===== src/sv/sdrw_pkg.sv =====
// Shared definitions for the segment display RAM writer: action and step codes,
// the sequencer control word and its program table, and the digit segment patterns.
// No dependencies.
package sdrw_pkg;

    localparam int NUM_DIGITS_DEF = 4;
    localparam int COLON_DIGIT    = 1;

    // Action codes of an input beat
    localparam logic [2:0] ACT_WRITE     = 3'd0;
    localparam logic [2:0] ACT_COLON_ON  = 3'd1;
    localparam logic [2:0] ACT_COLON_OFF = 3'd2;
    localparam logic [2:0] ACT_SET_DOT   = 3'd3;
    localparam logic [2:0] ACT_SEND      = 3'd4;

    localparam logic [3:0] BLANK_CODE = 4'd10;

    // Datapath operations selected by the control word
    localparam logic [2:0] OP_IDLE       = 3'd0;
    localparam logic [2:0] OP_DRAW_TENS  = 3'd1;
    localparam logic [2:0] OP_DRAW_UNITS = 3'd2;
    localparam logic [2:0] OP_DOT_ON     = 3'd3;
    localparam logic [2:0] OP_COLON_OFF  = 3'd4;
    localparam logic [2:0] OP_EMIT_CONST = 3'd5;
    localparam logic [2:0] OP_EMIT_RAM   = 3'd6;

    localparam int STEP_W = 4;

    localparam logic [STEP_W-1:0] STEP_IDLE       = 4'd0;
    localparam logic [STEP_W-1:0] STEP_DRAW_TENS  = 4'd1;
    localparam logic [STEP_W-1:0] STEP_DRAW_UNITS = 4'd2;
    localparam logic [STEP_W-1:0] STEP_DOT_ON     = 4'd3;
    localparam logic [STEP_W-1:0] STEP_COLON_OFF  = 4'd4;
    localparam logic [STEP_W-1:0] STEP_F0         = 4'd5;
    localparam logic [STEP_W-1:0] STEP_A3         = 4'd6;
    localparam logic [STEP_W-1:0] STEP_E8         = 4'd7;
    localparam logic [STEP_W-1:0] STEP_HDR0       = 4'd8;
    localparam logic [STEP_W-1:0] STEP_RAM        = 4'd9;
    localparam logic [STEP_W-1:0] STEP_PAD0       = 4'd10;
    localparam logic [STEP_W-1:0] STEP_PAD1       = 4'd11;
    localparam logic [STEP_W-1:0] STEP_C8         = 4'd12;

    typedef struct packed {
        logic [2:0]        op;
        logic [7:0]        data;
        logic              tend;
        logic              last;
        logic [STEP_W-1:0] nxt;
    } ctrl_t;

    // Program table: one control word per step
    function automatic ctrl_t ctrl_rom(input logic [STEP_W-1:0] step);
        ctrl_t c;
        c = '{op: OP_IDLE, data: 8'h00, tend: 1'b0, last: 1'b0, nxt: STEP_IDLE};
        case (step)
            STEP_DRAW_TENS: begin
                c.op  = OP_DRAW_TENS;
                c.nxt = STEP_DRAW_UNITS;
            end
            STEP_DRAW_UNITS: c.op = OP_DRAW_UNITS;
            STEP_DOT_ON:     c.op = OP_DOT_ON;
            STEP_COLON_OFF:  c.op = OP_COLON_OFF;
            STEP_F0: begin
                c.op   = OP_EMIT_CONST;
                c.data = 8'hF0;
                c.nxt  = STEP_A3;
            end
            STEP_A3: begin
                c.op   = OP_EMIT_CONST;
                c.data = 8'hA3;
                c.nxt  = STEP_E8;
            end
            STEP_E8: begin
                c.op   = OP_EMIT_CONST;
                c.data = 8'hE8;
                c.nxt  = STEP_HDR0;
            end
            STEP_HDR0: begin
                c.op  = OP_EMIT_CONST;
                c.nxt = STEP_RAM;
            end
            STEP_RAM: begin
                c.op  = OP_EMIT_RAM;
                c.nxt = STEP_PAD0;
            end
            STEP_PAD0: begin
                c.op  = OP_EMIT_CONST;
                c.nxt = STEP_PAD1;
            end
            STEP_PAD1: begin
                c.op   = OP_EMIT_CONST;
                c.tend = 1'b1;
                c.nxt  = STEP_C8;
            end
            STEP_C8: begin
                c.op   = OP_EMIT_CONST;
                c.data = 8'hC8;
                c.tend = 1'b1;
                c.last = 1'b1;
            end
            default: c.op = OP_IDLE;
        endcase
        return c;
    endfunction

    // Jump table from the action of an accepted beat to its first step
    function automatic logic [STEP_W-1:0] entry_step(input logic [2:0] action);
        logic [STEP_W-1:0] s;
        case (action)
            ACT_WRITE:     s = STEP_DRAW_TENS;
            ACT_COLON_ON:  s = STEP_DOT_ON;
            ACT_COLON_OFF: s = STEP_COLON_OFF;
            ACT_SET_DOT:   s = STEP_DOT_ON;
            ACT_SEND:      s = STEP_F0;
            default:       s = STEP_IDLE;
        endcase
        return s;
    endfunction

    function automatic logic [31:0] seg_pattern(input logic [3:0] code);
        logic [31:0] p;
        case (code)
            4'd0:    p = 32'h00888888;
            4'd1:    p = 32'h00008008;
            4'd2:    p = 32'h80800888;
            4'd3:    p = 32'h80008888;
            4'd4:    p = 32'h80088008;
            4'd5:    p = 32'h80088880;
            4'd6:    p = 32'h80888880;
            4'd7:    p = 32'h00008088;
            4'd8:    p = 32'h80888888;
            4'd9:    p = 32'h80088888;
            default: p = 32'h00000000;
        endcase
        return p;
    endfunction

endpackage


===== src/sv/sdrw_seg_ram.sv =====
// Segment RAM: one 32-bit row per digit, byte write enables, registered read.
// Per-byte valid flags make unwritten bytes read as zero after reset.
// Depends on nothing but its parameters.
module sdrw_seg_ram #(
    parameter int NUM_ROWS = 4,
    parameter int ROW_W    = 2
) (
    input  logic             aclk,
    input  logic             aresetn,
    input  logic             wr_en,
    input  logic [ROW_W-1:0] wr_row,
    input  logic [3:0]       wr_be,
    input  logic [31:0]      wr_data,
    input  logic [ROW_W-1:0] rd_row,
    output logic [31:0]      rd_data
);

    logic [3:0][7:0] mem [NUM_ROWS];
    logic [3:0]      valid_reg [NUM_ROWS];
    logic [3:0][7:0] rd_word;
    logic [3:0]      rd_valid;

    always_ff @(posedge aclk) begin
        if (wr_en) begin
            for (int b = 0; b < 4; b++) begin
                if (wr_be[b]) begin
                    mem[wr_row][b] <= wr_data[8*b +: 8];
                end
            end
        end
        rd_word <= mem[rd_row];
    end

    always_ff @(posedge aclk) begin
        if (!aresetn) begin
            for (int r = 0; r < NUM_ROWS; r++) begin
                valid_reg[r] <= 4'b0000;
            end
            rd_valid <= 4'b0000;
        end else begin
            if (wr_en) begin
                valid_reg[wr_row] <= valid_reg[wr_row] | wr_be;
            end
            rd_valid <= valid_reg[rd_row];
        end
    end

    always_comb begin
        for (int b = 0; b < 4; b++) begin
            rd_data[8*b +: 8] = rd_valid[b] ? rd_word[b] : 8'h00;
        end
    end

endmodule


===== src/sv/segment_display_ram_writer_top.sv =====
// Write item: after acceptance, 1 (dot, colon) or 2 (number) sequencer steps.
// Send item: after acceptance, 4*NUM_DIGITS+7 emit steps (23 at 4 digits), one
// output beat per cycle while m_ready is high; the step counter of the sequencer sets it.
// First beat of a send passes the step register (STEP_F0), then the output register.
// Synchronous active-low reset clears the segment RAM (valid flags), dot shadows and
// sequencer at once; no clearing pass. Uses sdrw_pkg and sdrw_seg_ram.
module segment_display_ram_writer_top #(
    parameter int NUM_DIGITS = sdrw_pkg::NUM_DIGITS_DEF
) (
    input  logic       aclk,
    input  logic       aresetn,
    input  logic       s_valid,
    output logic       s_ready,
    input  logic [2:0] s_action,
    input  logic       s_pair,
    input  logic [7:0] s_value,
    input  logic       s_leading_zero,
    input  logic       s_blank,
    input  logic [1:0] s_dot_digit,
    output logic       m_valid,
    input  logic       m_ready,
    output logic [7:0] m_frame_byte,
    output logic       m_transfer_end,
    output logic       m_last
);

    localparam int ROW_W     = (NUM_DIGITS > 1) ? $clog2(NUM_DIGITS) : 1;
    localparam int IDX_W     = ROW_W + 2;
    localparam int RAM_BYTES = NUM_DIGITS * 4;

    logic [sdrw_pkg::STEP_W-1:0] step_reg, step_next;
    logic [IDX_W-1:0]            idx_reg, idx_next;
    logic [3:0]                  tens_code_reg, tens_code_next;
    logic [3:0]                  units_code_reg, units_code_next;
    logic [1:0]                  tens_dig_reg, tens_dig_next;
    logic [1:0]                  units_dig_reg, units_dig_next;
    logic [1:0]                  dot_dig_reg, dot_dig_next;
    logic                        g_reg [NUM_DIGITS];
    logic                        dot_reg [NUM_DIGITS];
    logic                        m_valid_reg, m_valid_next;
    logic [7:0]                  m_byte_reg, m_byte_next;
    logic                        m_tend_reg, m_tend_next;
    logic                        m_last_reg, m_last_next;

    sdrw_pkg::ctrl_t ctrl;

    logic             accept;
    logic             out_free;
    logic             emit;
    logic             idx_end;
    logic [15:0]      prod;
    logic [4:0]       quot;
    logic [7:0]       rem;
    logic [3:0]       tens_mod;
    logic [1:0]       dig;
    logic [3:0]       code;
    logic [31:0]      pat;
    logic             dig_ok;
    logic [ROW_W-1:0] wr_row;
    logic             wr_en;
    logic [3:0]       wr_be;
    logic [31:0]      wr_data;
    logic             sh_we;
    logic             g_new;
    logic             dot_new;
    logic [31:0]      rd_data;
    logic [7:0]       ram_byte;

    assign ctrl     = sdrw_pkg::ctrl_rom(step_reg);
    assign s_ready  = (step_reg == sdrw_pkg::STEP_IDLE);
    assign accept   = s_valid && s_ready;
    assign out_free = !m_valid_reg || m_ready;
    assign emit     = out_free &&
                      (ctrl.op == sdrw_pkg::OP_EMIT_CONST || ctrl.op == sdrw_pkg::OP_EMIT_RAM);
    assign idx_end  = (idx_reg == IDX_W'(RAM_BYTES - 1));

    // Split the value by ten: q = v*205 >> 11 is exact over 8 bits
    assign prod     = {8'h00, s_value} * 16'd205;
    assign quot     = prod[15:11];
    assign rem      = s_value - ({3'b000, quot} << 3) - ({3'b000, quot} << 1);
    assign tens_mod = (quot >= 5'd20) ? 4'(quot - 5'd20) :
                      (quot >= 5'd10) ? 4'(quot - 5'd10) : quot[3:0];

    // Latch the beat and pick digit codes
    always_comb begin
        tens_code_next  = tens_code_reg;
        units_code_next = units_code_reg;
        tens_dig_next   = tens_dig_reg;
        units_dig_next  = units_dig_reg;
        dot_dig_next    = dot_dig_reg;
        if (accept) begin
            tens_dig_next  = {s_pair, 1'b0};
            units_dig_next = {s_pair, 1'b1};
            dot_dig_next   = (s_action == sdrw_pkg::ACT_COLON_ON) ?
                             2'(sdrw_pkg::COLON_DIGIT) : s_dot_digit;
            if (s_blank) begin
                tens_code_next  = sdrw_pkg::BLANK_CODE;
                units_code_next = sdrw_pkg::BLANK_CODE;
            end else if (s_value >= 8'd10) begin
                tens_code_next  = tens_mod;
                units_code_next = rem[3:0];
            end else begin
                tens_code_next  = s_leading_zero ? 4'd0 : sdrw_pkg::BLANK_CODE;
                units_code_next = s_value[3:0];
            end
        end
    end

    // Datapath for the write operations
    always_comb begin
        case (ctrl.op)
            sdrw_pkg::OP_DRAW_TENS:  dig = tens_dig_reg;
            sdrw_pkg::OP_DRAW_UNITS: dig = units_dig_reg;
            sdrw_pkg::OP_DOT_ON:     dig = dot_dig_reg;
            default:                 dig = 2'(sdrw_pkg::COLON_DIGIT);
        endcase
        code    = (ctrl.op == sdrw_pkg::OP_DRAW_TENS) ? tens_code_reg : units_code_reg;
        pat     = sdrw_pkg::seg_pattern(code);
        dig_ok  = (int'(dig) < NUM_DIGITS);
        wr_row  = ROW_W'(dig);
        wr_en   = 1'b0;
        wr_be   = 4'b1000;
        sh_we   = 1'b0;
        g_new   = g_reg[wr_row];
        dot_new = dot_reg[wr_row];
        case (ctrl.op)
            sdrw_pkg::OP_DRAW_TENS, sdrw_pkg::OP_DRAW_UNITS: begin
                wr_en = dig_ok;
                wr_be = 4'b1111;
                sh_we = dig_ok;
                g_new = pat[31];
            end
            sdrw_pkg::OP_DOT_ON: begin
                wr_en   = dig_ok;
                sh_we   = dig_ok;
                dot_new = 1'b1;
            end
            sdrw_pkg::OP_COLON_OFF: begin
                wr_en   = dig_ok;
                sh_we   = dig_ok;
                dot_new = 1'b0;
            end
            default: begin
                wr_en = 1'b0;
            end
        endcase
        // Byte 3 carries only the g segment and the dot
        wr_data = {g_new, 3'b000, dot_new, 3'b000, pat[23:0]};
    end

    // Sequencer and output register
    always_comb begin
        step_next    = step_reg;
        idx_next     = idx_reg;
        m_valid_next = m_valid_reg;
        m_byte_next  = m_byte_reg;
        m_tend_next  = m_tend_reg;
        m_last_next  = m_last_reg;
        if (m_ready) begin
            m_valid_next = 1'b0;
        end
        case (ctrl.op)
            sdrw_pkg::OP_IDLE: begin
                if (accept) begin
                    step_next = sdrw_pkg::entry_step(s_action);
                end
            end
            sdrw_pkg::OP_EMIT_CONST, sdrw_pkg::OP_EMIT_RAM: begin
                if (emit) begin
                    m_valid_next = 1'b1;
                    m_byte_next  = (ctrl.op == sdrw_pkg::OP_EMIT_RAM) ? ram_byte : ctrl.data;
                    m_tend_next  = ctrl.tend;
                    m_last_next  = ctrl.last;
                    if (ctrl.op == sdrw_pkg::OP_EMIT_RAM && !idx_end) begin
                        idx_next = idx_reg + 1'b1;
                    end else begin
                        idx_next  = '0;
                        step_next = ctrl.nxt;
                    end
                end
            end
            default: begin
                step_next = ctrl.nxt;
            end
        endcase
    end

    always_ff @(posedge aclk) begin
        if (!aresetn) begin
            step_reg    <= sdrw_pkg::STEP_IDLE;
            idx_reg     <= '0;
            m_valid_reg <= 1'b0;
            for (int d = 0; d < NUM_DIGITS; d++) begin
                g_reg[d]   <= 1'b0;
                dot_reg[d] <= 1'b0;
            end
        end else begin
            step_reg    <= step_next;
            idx_reg     <= idx_next;
            m_valid_reg <= m_valid_next;
            if (sh_we) begin
                g_reg[wr_row]   <= g_new;
                dot_reg[wr_row] <= dot_new;
            end
        end
    end

    always_ff @(posedge aclk) begin
        tens_code_reg  <= tens_code_next;
        units_code_reg <= units_code_next;
        tens_dig_reg   <= tens_dig_next;
        units_dig_reg  <= units_dig_next;
        dot_dig_reg    <= dot_dig_next;
        m_byte_reg     <= m_byte_next;
        m_tend_reg     <= m_tend_next;
        m_last_reg     <= m_last_next;
    end

    // Read ahead at the next index so the row for idx_reg is ready each cycle
    sdrw_seg_ram #(
        .NUM_ROWS (NUM_DIGITS),
        .ROW_W    (ROW_W)
    ) u_ram (
        .aclk    (aclk),
        .aresetn (aresetn),
        .wr_en   (wr_en),
        .wr_row  (wr_row),
        .wr_be   (wr_be),
        .wr_data (wr_data),
        .rd_row  (idx_next[IDX_W-1:2]),
        .rd_data (rd_data)
    );

    assign ram_byte = rd_data[8*idx_reg[1:0] +: 8];

    assign m_valid        = m_valid_reg;
    assign m_frame_byte   = m_byte_reg;
    assign m_transfer_end = m_tend_reg;
    assign m_last         = m_last_reg;

`ifndef SYNTHESIS
    assert property (@(posedge aclk) disable iff (!aresetn)
        (m_valid && m_last) |-> m_transfer_end)
        else $error("last beat without transfer end");

    assert property (@(posedge aclk) disable iff (!aresetn)
        (ctrl.op != sdrw_pkg::OP_EMIT_RAM) |-> (idx_reg == '0))
        else $error("send index not parked outside the RAM loop");

    assert property (@(posedge aclk) disable iff (!aresetn)
        (s_valid && s_ready && s_action == sdrw_pkg::ACT_SEND) |=>
        (step_reg == sdrw_pkg::STEP_F0))
        else $error("send beat did not start the frame");
`endif

endmodule


===== config.mk =====
export PLATFORM = sky130hd
export DESIGN_NAME = segment_display_ram_writer_top
export DESIGN_NICKNAME = d
export VERILOG_FILES = /design/src/sv/sdrw_pkg.sv /design/src/sv/sdrw_seg_ram.sv /design/src/sv/segment_display_ram_writer_top.sv
export SDC_FILE = /design/constraint.sdc
export NUM_CORES = 1
export LEC_CHECK = 0
export ABC_AREA = 1
export BUFFER_PORTS_ARGS = -buffer_cell sky130_fd_sc_hd__buf_2
export CELL_PAD_IN_SITES_DETAIL_PLACEMENT = 1
export CELL_PAD_IN_SITES_GLOBAL_PLACEMENT = 1
export CORE_MARGIN = 2
export CORE_UTILIZATION = 51
export CTS_CLUSTER_DIAMETER = 150
export DETAILED_ROUTE_END_ITERATION = 7
export GPL_ROUTABILITY_DRIVEN = 0
export PLACE_DENSITY = 0.84
export SYNTH_ARGS = -nofsm -noshare
export SYNTH_HDL_FRONTEND = slang
export SYNTH_HIERARCHICAL = 1
export SYNTH_SLANG_ARGS = --single-unit

===== constraint.sdc =====
create_clock -name aclk -period 5.29 [get_ports aclk]
set_input_delay 1.058 -clock aclk [delete_from_list [all_inputs] [get_ports aclk]]
set_output_delay 1.058 -clock aclk [all_outputs]
set_load 0.02 [all_outputs]

==> results of run 1 <==
-- path summary, 6_finish.rpt --
path,depth (start not counted),start,endpoint,slack (ns)
max,27,s_value[1],tens_code_reg[3],0.41
max reg2reg,12,step_reg[1],u_ram/rd_valid[1],1.94
min,2,dot_reg[0],dot_reg[0],0.49
min reg2reg,2,dot_reg[0],dot_reg[0],0.49
-- routing by layer --
layer  vias to the layer above  part of all wire  GRT usage
li1                       3811                 -          -
met1                      3911              0.41      0.299
met2                       179              0.53      0.461
met3                        46             0.039     0.0303
met4                         0             0.022     0.0829
met5                         -                 0          0
-- cells in the mapped netlist, types with 2 or more instances --
cell / count / share of area
sky130_fd_sc_hd__a211oi_1: 4 / 0.0028
sky130_fd_sc_hd__buf_4: 4 / 0.0028
sky130_fd_sc_hd__nor3_1: 2 / 0.00093
sky130_fd_sc_hd__xor2_1: 5 / 0.0041
sky130_fd_sc_hd__clkbuf_1: 9 / 0.0031
sky130_fd_sc_hd__nand4_1: 3 / 0.0017
sky130_fd_sc_hd__a221o_1: 5 / 0.0047
sky130_fd_sc_hd__nand2_1: 219 / 0.077
sky130_fd_sc_hd__a211oi_2: 3 / 0.0035
sky130_fd_sc_hd__clkbuf_2: 2 / 0.00093
sky130_fd_sc_hd__conb_1: 2 / 0.00070
sky130_fd_sc_hd__nor2_2: 9 / 0.0052
sky130_fd_sc_hd__nand3_2: 2 / 0.0019
sky130_fd_sc_hd__dfxtp_1: 51 / 0.095
sky130_fd_sc_hd__fa_1: 10 / 0.019
sky130_fd_sc_hd__nor2_1: 140 / 0.049
sky130_fd_sc_hd__nor2_4: 6 / 0.0063
sky130_fd_sc_hd__buf_2: 15 / 0.0070
sky130_fd_sc_hd__a21oi_1: 33 / 0.015
sky130_fd_sc_hd__clkinv_1: 3 / 0.0010
sky130_fd_sc_hd__edfxtp_1: 167 / 0.47
sky130_fd_sc_hd__buf_6: 3 / 0.0031
sky130_fd_sc_hd__nand2_2: 5 / 0.0029
sky130_fd_sc_hd__o22ai_1: 33 / 0.019
sky130_fd_sc_hd__nand3b_1: 2 / 0.0014
sky130_fd_sc_hd__o211ai_1: 4 / 0.0028
sky130_fd_sc_hd__nand3_1: 38 / 0.018
sky130_fd_sc_hd__ha_1: 61 / 0.071
sky130_fd_sc_hd__inv_2: 14 / 0.0049
sky130_fd_sc_hd__o21ai_2: 6 / 0.0049
sky130_fd_sc_hd__o21ai_1: 13 / 0.0061
sky130_fd_sc_hd__xnor2_1: 3 / 0.0024
sky130_fd_sc_hd__nand2_4: 4 / 0.0042
sky130_fd_sc_hd__inv_1: 117 / 0.041
sky130_fd_sc_hd__o21ai_0: 74 / 0.034
-- layout by cell type, fill, tap and decap left out, types with 9 or more instances in the layout --
master                      count
sky130_fd_sc_hd__nand3_1       38
sky130_fd_sc_hd__dfxtp_1       51
sky130_fd_sc_hd__clkbuf_16     24
sky130_fd_sc_hd__nor2_2         9
sky130_fd_sc_hd__ha_1          61
sky130_fd_sc_hd__inv_2         14
sky130_fd_sc_hd__buf_2         31
sky130_fd_sc_hd__o22ai_1       33
sky130_fd_sc_hd__conb_1        98
sky130_fd_sc_hd__fa_1          10
sky130_fd_sc_hd__o21ai_1       13
sky130_fd_sc_hd__edfxtp_1     167
sky130_fd_sc_hd__nor2_1       140
sky130_fd_sc_hd__a21oi_1       33
sky130_fd_sc_hd__nand2_1      219
sky130_fd_sc_hd__o21ai_0       74
sky130_fd_sc_hd__inv_1        117
-- per-stage QoR --
stage	util	power (mW)	std cells	setup TNS [ns]
floorplan	-	3.47	1186	0
detailed placement	0.550	3.95	1463	-0.0934
CTS	0.588	5.62	1507	0
global placement	0.550	3.86	1463	0
global route	0.588	5.92	1508	0
finish	0.588	5.59	1508	0
-- layout make-up --
type | count | area [sq um]
multi-input combinational | 798 | 4370
tap | 275 | 344
clock inverter | 12 | 121
timing repair buffer | 35 | 185
inverter | 137 | 523
fill | 2385 | 8580
clock buffer | 32 | 661
sequential | 218 | 6040
antenna | 1 | 2.50
-- power by group through the flow --
stage,combinational [mW],clock (mW),sequential (mW)
3_3_place_gp,1.56,0,2.30
5_1_grt,1.88,1.74,2.30
6_report,1.66,1.64,2.28
4_1_cts,1.67,1.67,2.28
2_1_floorplan,1.15,0,2.32
3_5_place_dp,1.63,0,2.31
-- cell families (layout without fill, tap and decap cells) --
logic type / after synthesis / count (layout) / share of synthesized area
and+or+nand+nor: 434 / 434 / 0.171
buffers and inverters: 170 / 216 / 0.0657
other: 2 / 99 / 0.000699
DFF: 218 / 218 / 0.562
AOI/OAI and AO/OA: 187 / 187 / 0.104
adders and majority gates: 71 / 71 / 0.0897
xor gates and xnor gates: 8 / 8 / 0.00652
-- worst register-to-register path, stage by stage (launching register included) --
cell                       delay, ns
sky130_fd_sc_hd__dfxtp_1        0.50
sky130_fd_sc_hd__nor2_2         0.14
sky130_fd_sc_hd__nor2_1         0.27
sky130_fd_sc_hd__a211oi_2       0.10
sky130_fd_sc_hd__nor2_2         0.56
sky130_fd_sc_hd__nand2_1        0.17
sky130_fd_sc_hd__a22oi_2        0.21
sky130_fd_sc_hd__buf_4          0.46
sky130_fd_sc_hd__inv_6          0.34
sky130_fd_sc_hd__nand2_1        0.19
sky130_fd_sc_hd__nand2_1        0.08
sky130_fd_sc_hd__nand2_1        0.07
sky130_fd_sc_hd__a21oi_1        0.13
==> results.rst, run 1 <==
.. list-table::
   :header-rows: 1

   * - Metric
     - Value
   * - Congestion Overflow GR
     - 0
   * - Cell at the root of the clock tree
     - sky130_fd_sc_hd__clkbuf_16
   * - Number of global-route vias before repair
     - 8436
   * - Count of port buffers added during placement
     - 31
   * - Detailed-route via count
     - about 7900
   * - Net switching share of the total power
     - 0.351
   * - Placed wire-length estimate
     - ~18000 um
   * - Resized Gates After CTS
     - 0
   * - Placement Rows
     - 53
   * - DRT iter0 DRCs
     - a little under 400
   * - Die H
     - around 150 um
   * - Class of the most critical setup path
     - input port to flip-flop
   * - Category of cells accounting for the largest share of critical-path delay
     - adder cells
   * - Number of enable flip-flop cells after synthesis
     - roughly 170
   * - Initial Utilization
     - 0.516
   * - Internal
     - around 3.6 mW
   * - Number of antenna violations at the first check in global routing
     - 1
   * - CTS clock-pin slew for the worst setup and hold paths
     - about 0.06 ns
   * - Max-slew headroom at the worst pin
     - 0.216
   * - Routed len/inst
     - 17.7 um
   * - Flip-flop and latch count after synthesis
     - about 220
   * - Final Cycle Share
     - 0.922
   * - WL final
     - about 27000 um
   * - Top_reg_cell synth
     - sky130_fd_sc_hd__edfxtp_1
   * - Drt drc
     - 0
   * - Final antenna-violating net count
     - 0
   * - Power Dens Cells
     - 457 nW/um^2
   * - Width of the die
     - around 150 um
   * - Placed inst area
     - roughly 11000 sq um
   * - Pin slew with the least headroom to its limit
     - 1.17 ns
   * - Minimum hold slack
     - roughly 0.49 ns
   * - Max-slew violation count
     - 0
   * - Part of the total power dissipated in sequential elements
     - 0.409
   * - Number of max-cap violations
     - 0
   * - Async set-reset flop share out of synthesis
     - 0
   * - P_sw
     - around 2 mW
   * - Final-report hold violation count
     - 0
   * - Library cells used by synthesis
     - between 50 and 60
   * - Biggest cell delay along the critical path
     - roughly 0.55 ns
   * - Clock net sink count
     - between 200 and 250
   * - Std-Cell Core Area
     - approximately 21000 sq um
   * - CTS tree
     - done
   * - Seq/Total Area, Yosys
     - 0.562
   * - Yosys warnings
     - 6
   * - First-pass DRT Iterations
     - 5
   * - Gate count of the mapped netlist
     - around 1100
   * - Arrival time of data at the critical path endpoint
     - 5.15 ns
   * - Cell with the largest stage delay on the worst path
     - sky130_fd_sc_hd__fa_1
   * - Setup Buffers After CTS
     - 0
   * - Status
     - finished clean
   * - Number of buffer and inverter stages on the critical path
     - 6
   * - Number of buffers inserted for hold repair after clock tree synthesis
     - 0
   * - Worst setup SP type
     - input port
   * - I/O pin count
     - 32
   * - Crit end category
     - flip-flop
   * - TritonCTS buffer count
     - 24
   * - Maximum fanout encountered on the critical timing path
     - 8
   * - Layout net count
     - 1305
   * - Setup skew after layout
     - 0.00609 ns
   * - Overall fraction of global-route tracks in use
     - 0.249
   * - Setup repair after global routing missed its margin
     - no
   * - Layout cell share with drive strength beyond 1
     - 0.106
   * - Max FFs per register
     - 128
   * - Maximum count of clock buffers along a single path
     - 3
   * - Clock Latency Late Sink
     - between 0.5 and 0.6 ns
   * - CTS H-tree lvls
     - 1
   * - Static leakage power
     - 5.42 nW
   * - Combinational power share
     - 0.297
   * - Worst-case setup slack after placement
     - -0.0519 ns
   * - Final setup vio count
     - 0
   * - Worst ir drop on vdd
     - between 0.00015 and 0.0002 V
   * - Cell type with the highest occurrence count on the critical path
     - sky130_fd_sc_hd__nand2_1
   * - Final Cell Area
     - about 12000 sq um
   * - Maximum clock frequency
     - about 200 MHz
   * - DR vias/cell
     - roughly 5.3
   * - HP Class
     - flip-flop to flip-flop
   * - Synthesized area per cell
     - between 9 and 10 sq um
   * - Worst setup slack after layout
     - ~0.4 ns
   * - Summed instance area of the synthesized netlist
     - approximately 11000 sq um
   * - Post-layout min period
     - roughly 4.9 ns
   * - Global-route wire length before repair
     - 43000 um
   * - Part of the power in the clock network
     - 0.294
   * - Synthesis-to-finish area growth
     - 13.9%
   * - Overall die area
     - around 22000 sq um
   * - Required arrival time at the worst endpoint
     - between 5 and 6 ns
   * - Maximum number of pins on one net before global-route repair
     - 73
No activity file was read; power rests on OpenSTA's default activity.
==> run 2, diff against run 1 <==
- ABC_AREA: 1 -> default
- CORE_UTILIZATION: 51 -> 55
- PLACE_DENSITY: 0.84 -> 0.85
==> run 2 against run 1 <==
Critical path depth shrank 7; clock skew rose by 0.0067 ns; sequential share of layout area shrank 0.69 points; sequential power shrank 6%; synthesized cell count down 32%; hold slack improved by 0.016 ns; highest routed layer unchanged; sequential cell count is the same; core utilization up 7.6 points.
==> results.rst, run 2 <==
.. list-table::
   :header-rows: 1

   * - Metric
     - Value
   * - Pin slew with the least headroom to its limit
     - 0.988 ns
   * - Dominant cell by count in the synthesized netlist
     - sky130_fd_sc_hd__edfxtp_1
   * - Filler cell count
     - 1796
   * - CTS H-tree lvls
     - 1
   * - Depth of the most critical reg-to-reg path
     - 8
   * - Overall die area
     - about 20000 sq um
   * - Maximum clock frequency
     - approximately 190 MHz
   * - Class of the most critical setup path
     - input port to flip-flop
   * - Post-layout min period
     - 5.25 ns
   * - Placed cell count
     - around 1100
   * - Top_reg_cell synth
     - sky130_fd_sc_hd__edfxtp_1
   * - Compound-cell area share of the yosys netlist
     - 0.0752
   * - Max-slew headroom at the worst pin
     - 0.339
   * - Seq/Total Area, Yosys
     - 0.577
   * - First-pass DRT Iterations
     - 5
   * - Summed instance area of the synthesized netlist
     - between 10000 and 15000 sq um
   * - Async set-reset flop share out of synthesis
     - 0
   * - Placed wire-length estimate
     - 18000 um
   * - Final antenna-violating net count
     - 0
   * - CTS tree
     - done
   * - Setup skew after layout
     - 0.0128 ns
   * - Congestion Overflow GR
     - 0
   * - Maximum count of clock buffers along a single path
     - 3
   * - Max-slew violation count
     - 0
   * - Worst reg2reg path startpoint
     - step_reg[2]
   * - Power Dens Cells
     - about 420 nW/um^2
   * - Width of the die
     - ~140 um
   * - Yosys warnings
     - 6
   * - Worst setup SP type
     - input port
   * - Placement Rows
     - 50
   * - Accumulated negative setup slack
     - 0 ns
   * - Clock net sink count
     - 218
   * - Number of max-cap violations
     - 0
   * - Most common library cell in the layout ignoring fill and taps
     - sky130_fd_sc_hd__edfxtp_1
   * - Global-route wire length before repair
     - 40700 um
   * - Most frequent cells in the layout
     - 167 x sky130_fd_sc_hd__edfxtp_1, 101 x sky130_fd_sc_hd__conb_1, 55 x sky130_fd_sc_hd__nor2_1
   * - Placed inst area
     - 11500 sq um
   * - Required arrival time at the worst endpoint
     - ~5.6 ns
   * - Terminating pin of the worst hold path
     - g_reg[0]
   * - TritonCTS buffer count
     - 24
   * - Clock Latency Late Sink
     - around 0.51 ns
   * - Worst ir drop on vdd
     - 0.000201 V
   * - Max FFs per register
     - 128
   * - Reg-to-reg slack, setup
     - 1.64 ns
   * - Final-report hold violation count
     - 0
   * - Number of antenna violations at the first check in global routing
     - 0
   * - Net switching share of the total power
     - 0.314
   * - Std-Cell Core Area
     - approximately 19000 sq um
   * - Top cells by area in the synthesized netlist
     - sky130_fd_sc_hd__edfxtp_1 48%, sky130_fd_sc_hd__mux4_2 10%, sky130_fd_sc_hd__dfxtp_1 9.8%, sky130_fd_sc_hd__ha_1 7.3%, sky130_fd_sc_hd__and2_1 2.6%
   * - Critical path launch point
     - s_value[0]
   * - Flip-flop and latch count after synthesis
     - approximately 220
   * - Static leakage power
     - roughly 4.9 nW
   * - Initial Utilization
     - 0.559
   * - Multiplexer area fraction after synthesis
     - 0.122
   * - Worst setup slack after layout
     - between 0.04 and 0.05 ns
   * - Combinational power share
     - 0.283
   * - Library cells used by synthesis
     - 69
   * - Worst Hold Depth
     - 2
   * - Synthesized-area fraction occupied by adder cells
     - 0.0921
   * - P_sw
     - between 1.5 and 2 mW
   * - Worst-case setup slack after placement
     - -0.500 ns
   * - Layout cell share with drive strength beyond 1
     - 0.210
   * - DRT iter0 DRCs
     - roughly 390
   * - Minimum hold slack
     - 0.503 ns
   * - Largest family of logic cells by synthesized area
     - multiplexers
   * - Internal
     - 3.60 mW
   * - Fraction of post-synthesis cell area in the top cell type by area
     - 0.479
   * - I/O pin count
     - 32
   * - Die H
     - 142 um
   * - Number of buffers inserted for hold repair after clock tree synthesis
     - 0
   * - Drt drc
     - 0
   * - Status
     - finished clean
   * - Area share of xor/xnor cells in the synthesized design
     - 0.00981
   * - Antenna cells
     - 0
   * - Overall fraction of global-route tracks in use
     - 0.268
   * - Crit end category
     - flip-flop
   * - WL final
     - approximately 27000 um
   * - HP Class
     - flip-flop to flip-flop
   * - Number of enable flip-flop cells after synthesis
     - around 170
   * - Post-route insts no fill
     - roughly 1200
   * - DR vias/cell
     - 5.85
   * - Detailed-route via count
     - 6836
   * - Synthesis-to-finish area growth
     - 18.7%
   * - Startpoint of the tightest hold check path
     - g_reg[0]
   * - Part of the power in the clock network
     - 0.308
   * - Part of the total power dissipated in sequential elements
     - 0.409
   * - Layout net count
     - between 1000 and 1500
   * - Synthesized area per cell
     - ~14 sq um
   * - Ranking of synthesized cells by instance count
     - 167 x sky130_fd_sc_hd__edfxtp_1, 61 x sky130_fd_sc_hd__ha_1, 55 x sky130_fd_sc_hd__nor2_1
   * - Number of global-route vias before repair
     - 7351
   * - Maximum number of pins on one net before global-route repair
     - 32
   * - Maximum fanout encountered on the critical timing path
     - 4
   * - Routed len/inst
     - around 23 um
   * - CTS clock-pin slew for the worst setup and hold paths
     - approximately 0.060 ns
   * - Cell at the root of the clock tree
     - sky130_fd_sc_hd__clkbuf_16
   * - Final Cycle Share
     - 0.992
   * - Final setup vio count
     - 0
   * - Final Cell Area
     - about 12000 sq um
   * - Arrival time of data at the critical path endpoint
     - approximately 5.6 ns
   * - Dominant cell type by area after synthesis
     - sky130_fd_sc_hd__edfxtp_1
   * - Count of port buffers added during placement
     - 31
   * - Reg-to-reg critical path endpoint
     - u_ram/rd_word[8]
   * - Post-synthesis simple-gate area fraction
     - 0.0947
   * - Gate count of the mapped netlist
     - 742
run 2: changes by cell type in the layout (fill, tap and decap cells not counted), moves of 11 or more:
cell / before / now
sky130_fd_sc_hd__nand2_1: 219 / 37
sky130_fd_sc_hd__nor2_1: 140 / 55
sky130_fd_sc_hd__inv_1: 117 / 40
sky130_fd_sc_hd__o21ai_0: 74 / 15
sky130_fd_sc_hd__mux4_2: 0 / 47
sky130_fd_sc_hd__and2_1: 1 / 42
sky130_fd_sc_hd__buf_4: 4 / 45
sky130_fd_sc_hd__nand3_1: 38 / 7
sky130_fd_sc_hd__o22ai_1: 33 / 10
sky130_fd_sc_hd__mux2i_1: 0 / 13
sky130_fd_sc_hd__o21a_1: 1 / 14
sky130_fd_sc_hd__a21oi_1: 33 / 22
sky130_fd_sc_hd__nor2b_1: 0 / 11
run 2: repair_timing:
item | in CTS | in global routing
endpoints found under the setup margin | 0 | 3
setup buffers | 0 | 6
resized for setup | 0 | 17
run 2: cell type report:
type	count	area, sq um	share of cell area
clock inverters	11	109	0.00877
clock buffers	31	648	0.0522
multi-input cells	555	4660	0.375
repair buffers	75	503	0.0405
well taps	234	293	0.0236
flip-flops and latches	218	6040	0.486
inverters	44	165	0.0133
run 2: power groups by stage:
| stage | sequential [mW] | clock (mW) | combinational (mW) |
|---|---|---|---|
| 2_1_floorplan | 2.13 | 0 | 0.902 |
| 3_3_place_gp | 2.16 | 0 | 1.21 |
| 3_5_place_dp | 2.18 | 0 | 1.32 |
| 4_1_cts | 2.14 | 1.64 | 1.36 |
| 5_1_grt | 2.16 | 1.70 | 1.61 |
| 6_report | 2.15 | 1.62 | 1.49 |
run 2: cell families after synthesis:
logic type | count (synthesis)
AND/OR/NAND/NOR | 192
other | 2
buffers and inverters | 68
adder cells (fa/ha/maj) | 71
XOR/XNOR | 10
AO/OA/AOI/OAI | 115
multiplexers | 66
flip-flops | 218
run 2: how the worst max path moves through the flow:
| stage | endpoint | slack (ns) | depth (start not counted) |
|---|---|---|---|
| 2_1_floorplan | units_code_reg[3] | -0.12 | 17 |
| 6_report | units_code_reg[3] | 0.04 | 20 |
| 3_3_place_gp | tens_code_reg[1] | -0.23 | 20 |
| 4_1_cts | tens_code_reg[1] | 0.02 | 22 |
| 5_1_grt | units_code_reg[3] | -0.09 | 20 |
| 3_5_place_dp | tens_code_reg[1] | -0.50 | 21 |
run 2: worst max-delay path: stages:
cell and delay, ns:
sky130_fd_sc_hd__buf_2 0.16, sky130_fd_sc_hd__inv_2 0.08, sky130_fd_sc_hd__ha_4 0.28, sky130_fd_sc_hd__inv_1 0.06, sky130_fd_sc_hd__ha_1 0.29, sky130_fd_sc_hd__inv_2 0.04
sky130_fd_sc_hd__fa_1 0.48, sky130_fd_sc_hd__inv_1 0.07, sky130_fd_sc_hd__fa_2 0.58, sky130_fd_sc_hd__ha_4 0.22, sky130_fd_sc_hd__and3_2 0.18, sky130_fd_sc_hd__a22o_1 0.28
sky130_fd_sc_hd__o21a_1 0.26, sky130_fd_sc_hd__xor2_2 0.20, sky130_fd_sc_hd__ha_1 0.29, sky130_fd_sc_hd__and2_4 0.17, sky130_fd_sc_hd__or3_4 0.34, sky130_fd_sc_hd__a21o_1 0.19
sky130_fd_sc_hd__a21oi_2 0.13, sky130_fd_sc_hd__mux2i_1 0.22
run 2: through the flow:
step / utilization / power, mW
finish: 0.664 / 5.25
floorplan: - / 3.03
CTS: 0.657 / 5.15
global placement: 0.617 / 3.37
detailed placement: 0.617 / 3.50
global route: 0.664 / 5.47
run 2: metal layers:
| metal | vias up | track usage | wire, um |
|---|---|---|---|
| li1 | 3043 | - | - |
| met1 | 3455 | 0.328 | 10600 |
| met2 | 250 | 0.478 | 13800 |
| met3 | 88 | 0.0405 | 1260 |
| met4 | 0 | 0.105 | 1110 |
| met5 | - | 0 | 0 |
==> run 3, diff against run 2 <==
- PLACE_DENSITY: 0.85 -> 0.89
==> run 3 against run 2 <==
The flow now finishes with violations (negative setup slack); die area is the same; clock power rose by 3%; sequential power barely moved; critical path type unchanged; largest power group unchanged; highest routed layer unchanged.
==> results.rst, run 3 (synthesized netlist as in run 2, its figures left out) <==
.. list-table::
   :header-rows: 1

   * - Metric
     - Value
   * - Post-layout min period
     - 5.60 ns
   * - Worst-case setup slack after placement
     - -0.669 ns
   * - Most common library cell in the layout ignoring fill and taps
     - sky130_fd_sc_hd__edfxtp_1
   * - Startpoint of the tightest hold check path
     - g_reg[2]
   * - Global-route wire length before repair
     - 41800 um
   * - HP Class
     - flip-flop to flip-flop
   * - Final-report hold violation count
     - 0
   * - Class of the most critical setup path
     - input port to flip-flop
   * - Terminating pin of the worst hold path
     - g_reg[2]
   * - Width of the die
     - about 140 um
   * - Power Dens Cells
     - between 400 and 500 nW/um^2
   * - Max-slew violation count
     - 0
   * - Synthesis-to-finish area growth
     - 19.7%
   * - Pin slew with the least headroom to its limit
     - between 1 and 1.5 ns
   * - Reg-to-reg critical path endpoint
     - u_ram/mem[2][9]
   * - Final Cycle Share
     - 1.06
   * - Maximum number of pins on one net before global-route repair
     - 32
   * - Depth of the most critical reg-to-reg path
     - 5
   * - Maximum fanout encountered on the critical timing path
     - 3
   * - First-pass DRT Iterations
     - 5
   * - Reg-to-reg slack, setup
     - about 1.6 ns
   * - Cell breakdown of the critical path
     - buf_2 -> ha_4 -> fa_1 -> fa_1 -> inv_1 -> fa_1 -> inv_1 -> ha_2 -> a21o_1 -> a22o_1 -> buf_4 -> buf_6 -> o2111ai_2 -> a22oi_2 -> ha_4 -> nand2b_4 -> a2111oi_4 -> nor3_2 -> a21oi_1 -> o211ai_1 -> o211ai_1
   * - CTS H-tree lvls
     - 1
   * - Placement Rows
     - 50
   * - Placed wire-length estimate
     - 18300 um
   * - Number of buffer and inverter stages on the critical path
     - 5
   * - Biggest cell delay along the critical path
     - approximately 0.54 ns
   * - Count of port buffers added during placement
     - 31
   * - Static leakage power
     - between 4 and 5 nW
   * - Number of global-route vias before repair
     - 7422
   * - CTS tree
     - done
   * - CTS clock-pin slew for the worst setup and hold paths
     - 0.06 ns
   * - Post-route insts no fill
     - 1175
   * - Routed len/inst
     - roughly 26 um
   * - Clock Latency Late Sink
     - 0.51 ns
   * - Maximum clock frequency
     - roughly 180 MHz
   * - Final antenna-violating net count
     - 0
   * - Number of antenna violations at the first check in global routing
     - 0
   * - Status
     - complete, but fails checks
   * - Overall die area
     - 20100 sq um
   * - Maximum count of clock buffers along a single path
     - 3
   * - Detailed-route via count
     - about 7200
   * - Initial Utilization
     - 0.559
   * - Arrival time of data at the critical path endpoint
     - 5.81 ns
   * - Final setup vio count
     - 2
   * - Crit end category
     - flip-flop
   * - Antenna cells
     - 0
   * - Number of max-cap violations
     - 0
   * - Setup skew after layout
     - roughly 0.013 ns
   * - Worst setup SP type
     - input port
   * - Required arrival time at the worst endpoint
     - about 5.5 ns
   * - I/O pin count
     - 32
   * - Congestion Overflow GR
     - 0
   * - Most frequent cells in the layout
     - 167 x sky130_fd_sc_hd__edfxtp_1, 101 x sky130_fd_sc_hd__conb_1, 55 x sky130_fd_sc_hd__nor2_1
   * - Layout cell share with drive strength beyond 1
     - 0.215
   * - Cell type with the highest occurrence count on the critical path
     - sky130_fd_sc_hd__fa_1
   * - Layout net count
     - roughly 1000
   * - Cell at the root of the clock tree
     - sky130_fd_sc_hd__clkbuf_16
   * - Max FFs per register
     - between 100 and 150
   * - Cell with the largest stage delay on the worst path
     - sky130_fd_sc_hd__fa_1
   * - Worst ir drop on vdd
     - roughly 0.00019 V
   * - Worst reg2reg path startpoint
     - step_reg[2]
   * - DRT iter0 DRCs
     - between 500 and 600
   * - Placed cell count
     - 1125
   * - Worst setup slack after layout
     - -0.313 ns
   * - Failing checks
     - negative setup slack
   * - TritonCTS buffer count
     - 24
   * - Overall fraction of global-route tracks in use
     - 0.275
   * - Std-Cell Core Area
     - about 19000 sq um
   * - DR vias/cell
     - approximately 6
   * - Clock net sink count
     - roughly 220
   * - Drt drc
     - 0
   * - Category of cells accounting for the largest share of critical-path delay
     - adder cells
   * - Max-slew headroom at the worst pin
     - 0.320
   * - Setup repair after global routing missed its margin
     - yes
   * - WL final
     - roughly 30000 um
   * - Die H
     - around 140 um
   * - Worst Hold Depth
     - 2
[run 3: cell type report]
cell class | instances | area (sq um)
clock inverter | 12 | 108
inverter | 44 | 165
multi-input combinational | 555 | 4710
sequential | 218 | 6040
fill | 1763 | 6180
clock buffer | 32 | 662
tap | 234 | 293
timing repair buffer | 80 | 546
[run 3: metrics by stage]
step	power, mW	cell area, sq um	setup TNS, ns	hold WS [ns]	utilization
6_report	5.46	12500	-0.408	0.509	0.669
5_1_grt	5.66	12500	-0.616	0.541	0.669
4_1_cts	5.21	12400	0	0.502	0.661
3_5_place_dp	3.51	11600	-1.62	0.473	0.618
3_3_place_gp	3.38	11600	-0.590	0.456	0.618
2_1_floorplan	3.03	10900	-0.116	0.445	-
[run 3: power by group]
| part | switching (mW) | internal (mW) | total [mW] |
|---|---|---|---|
| sequential | 0.0921 | 2.07 | 2.16 |
| combinational | 1.02 | 0.613 | 1.63 |
| clock | 0.696 | 0.976 | 1.67 |
[run 3: worst max path at each step]
stage                     startpoint                end  slack [ns]  cells past startpoint
after floorplan           s_value[5]  units_code_reg[3]       -0.12                     17
after global placement    s_value[5]   tens_code_reg[1]       -0.24                     20
after detailed placement  s_value[1]   tens_code_reg[3]       -0.67                     19
after CTS                 s_value[6]   tens_code_reg[3]        0.04                     20
after global routing      s_value[5]   tens_code_reg[3]       -0.33                     19
final                     s_value[5]   tens_code_reg[3]       -0.31                     21
[run 3: what timing repair did]
item                                    4_1_cts  5_1_grt
pin swaps                                     3       17
endpoints found under the setup margin        2        3
resized for setup                             5       23
hold buffers                                  0        0
buffers inserted                              0        6
[run 3: worst min-delay path, cell delays in order, from the launching register on]
cell	delay (ns)
sky130_fd_sc_hd__dfxtp_1	0.32
sky130_fd_sc_hd__nand2_1	0.08
sky130_fd_sc_hd__mux2i_1	0.06
[run 3: routing by layer]
metal	vias to the layer above	GRT usage	part of all wire
li1	3055	-	-
met1	3640	0.332	0.38
met2	344	0.492	0.51
met3	116	0.0456	0.056
met4	0	0.116	0.047
met5	-	0	0
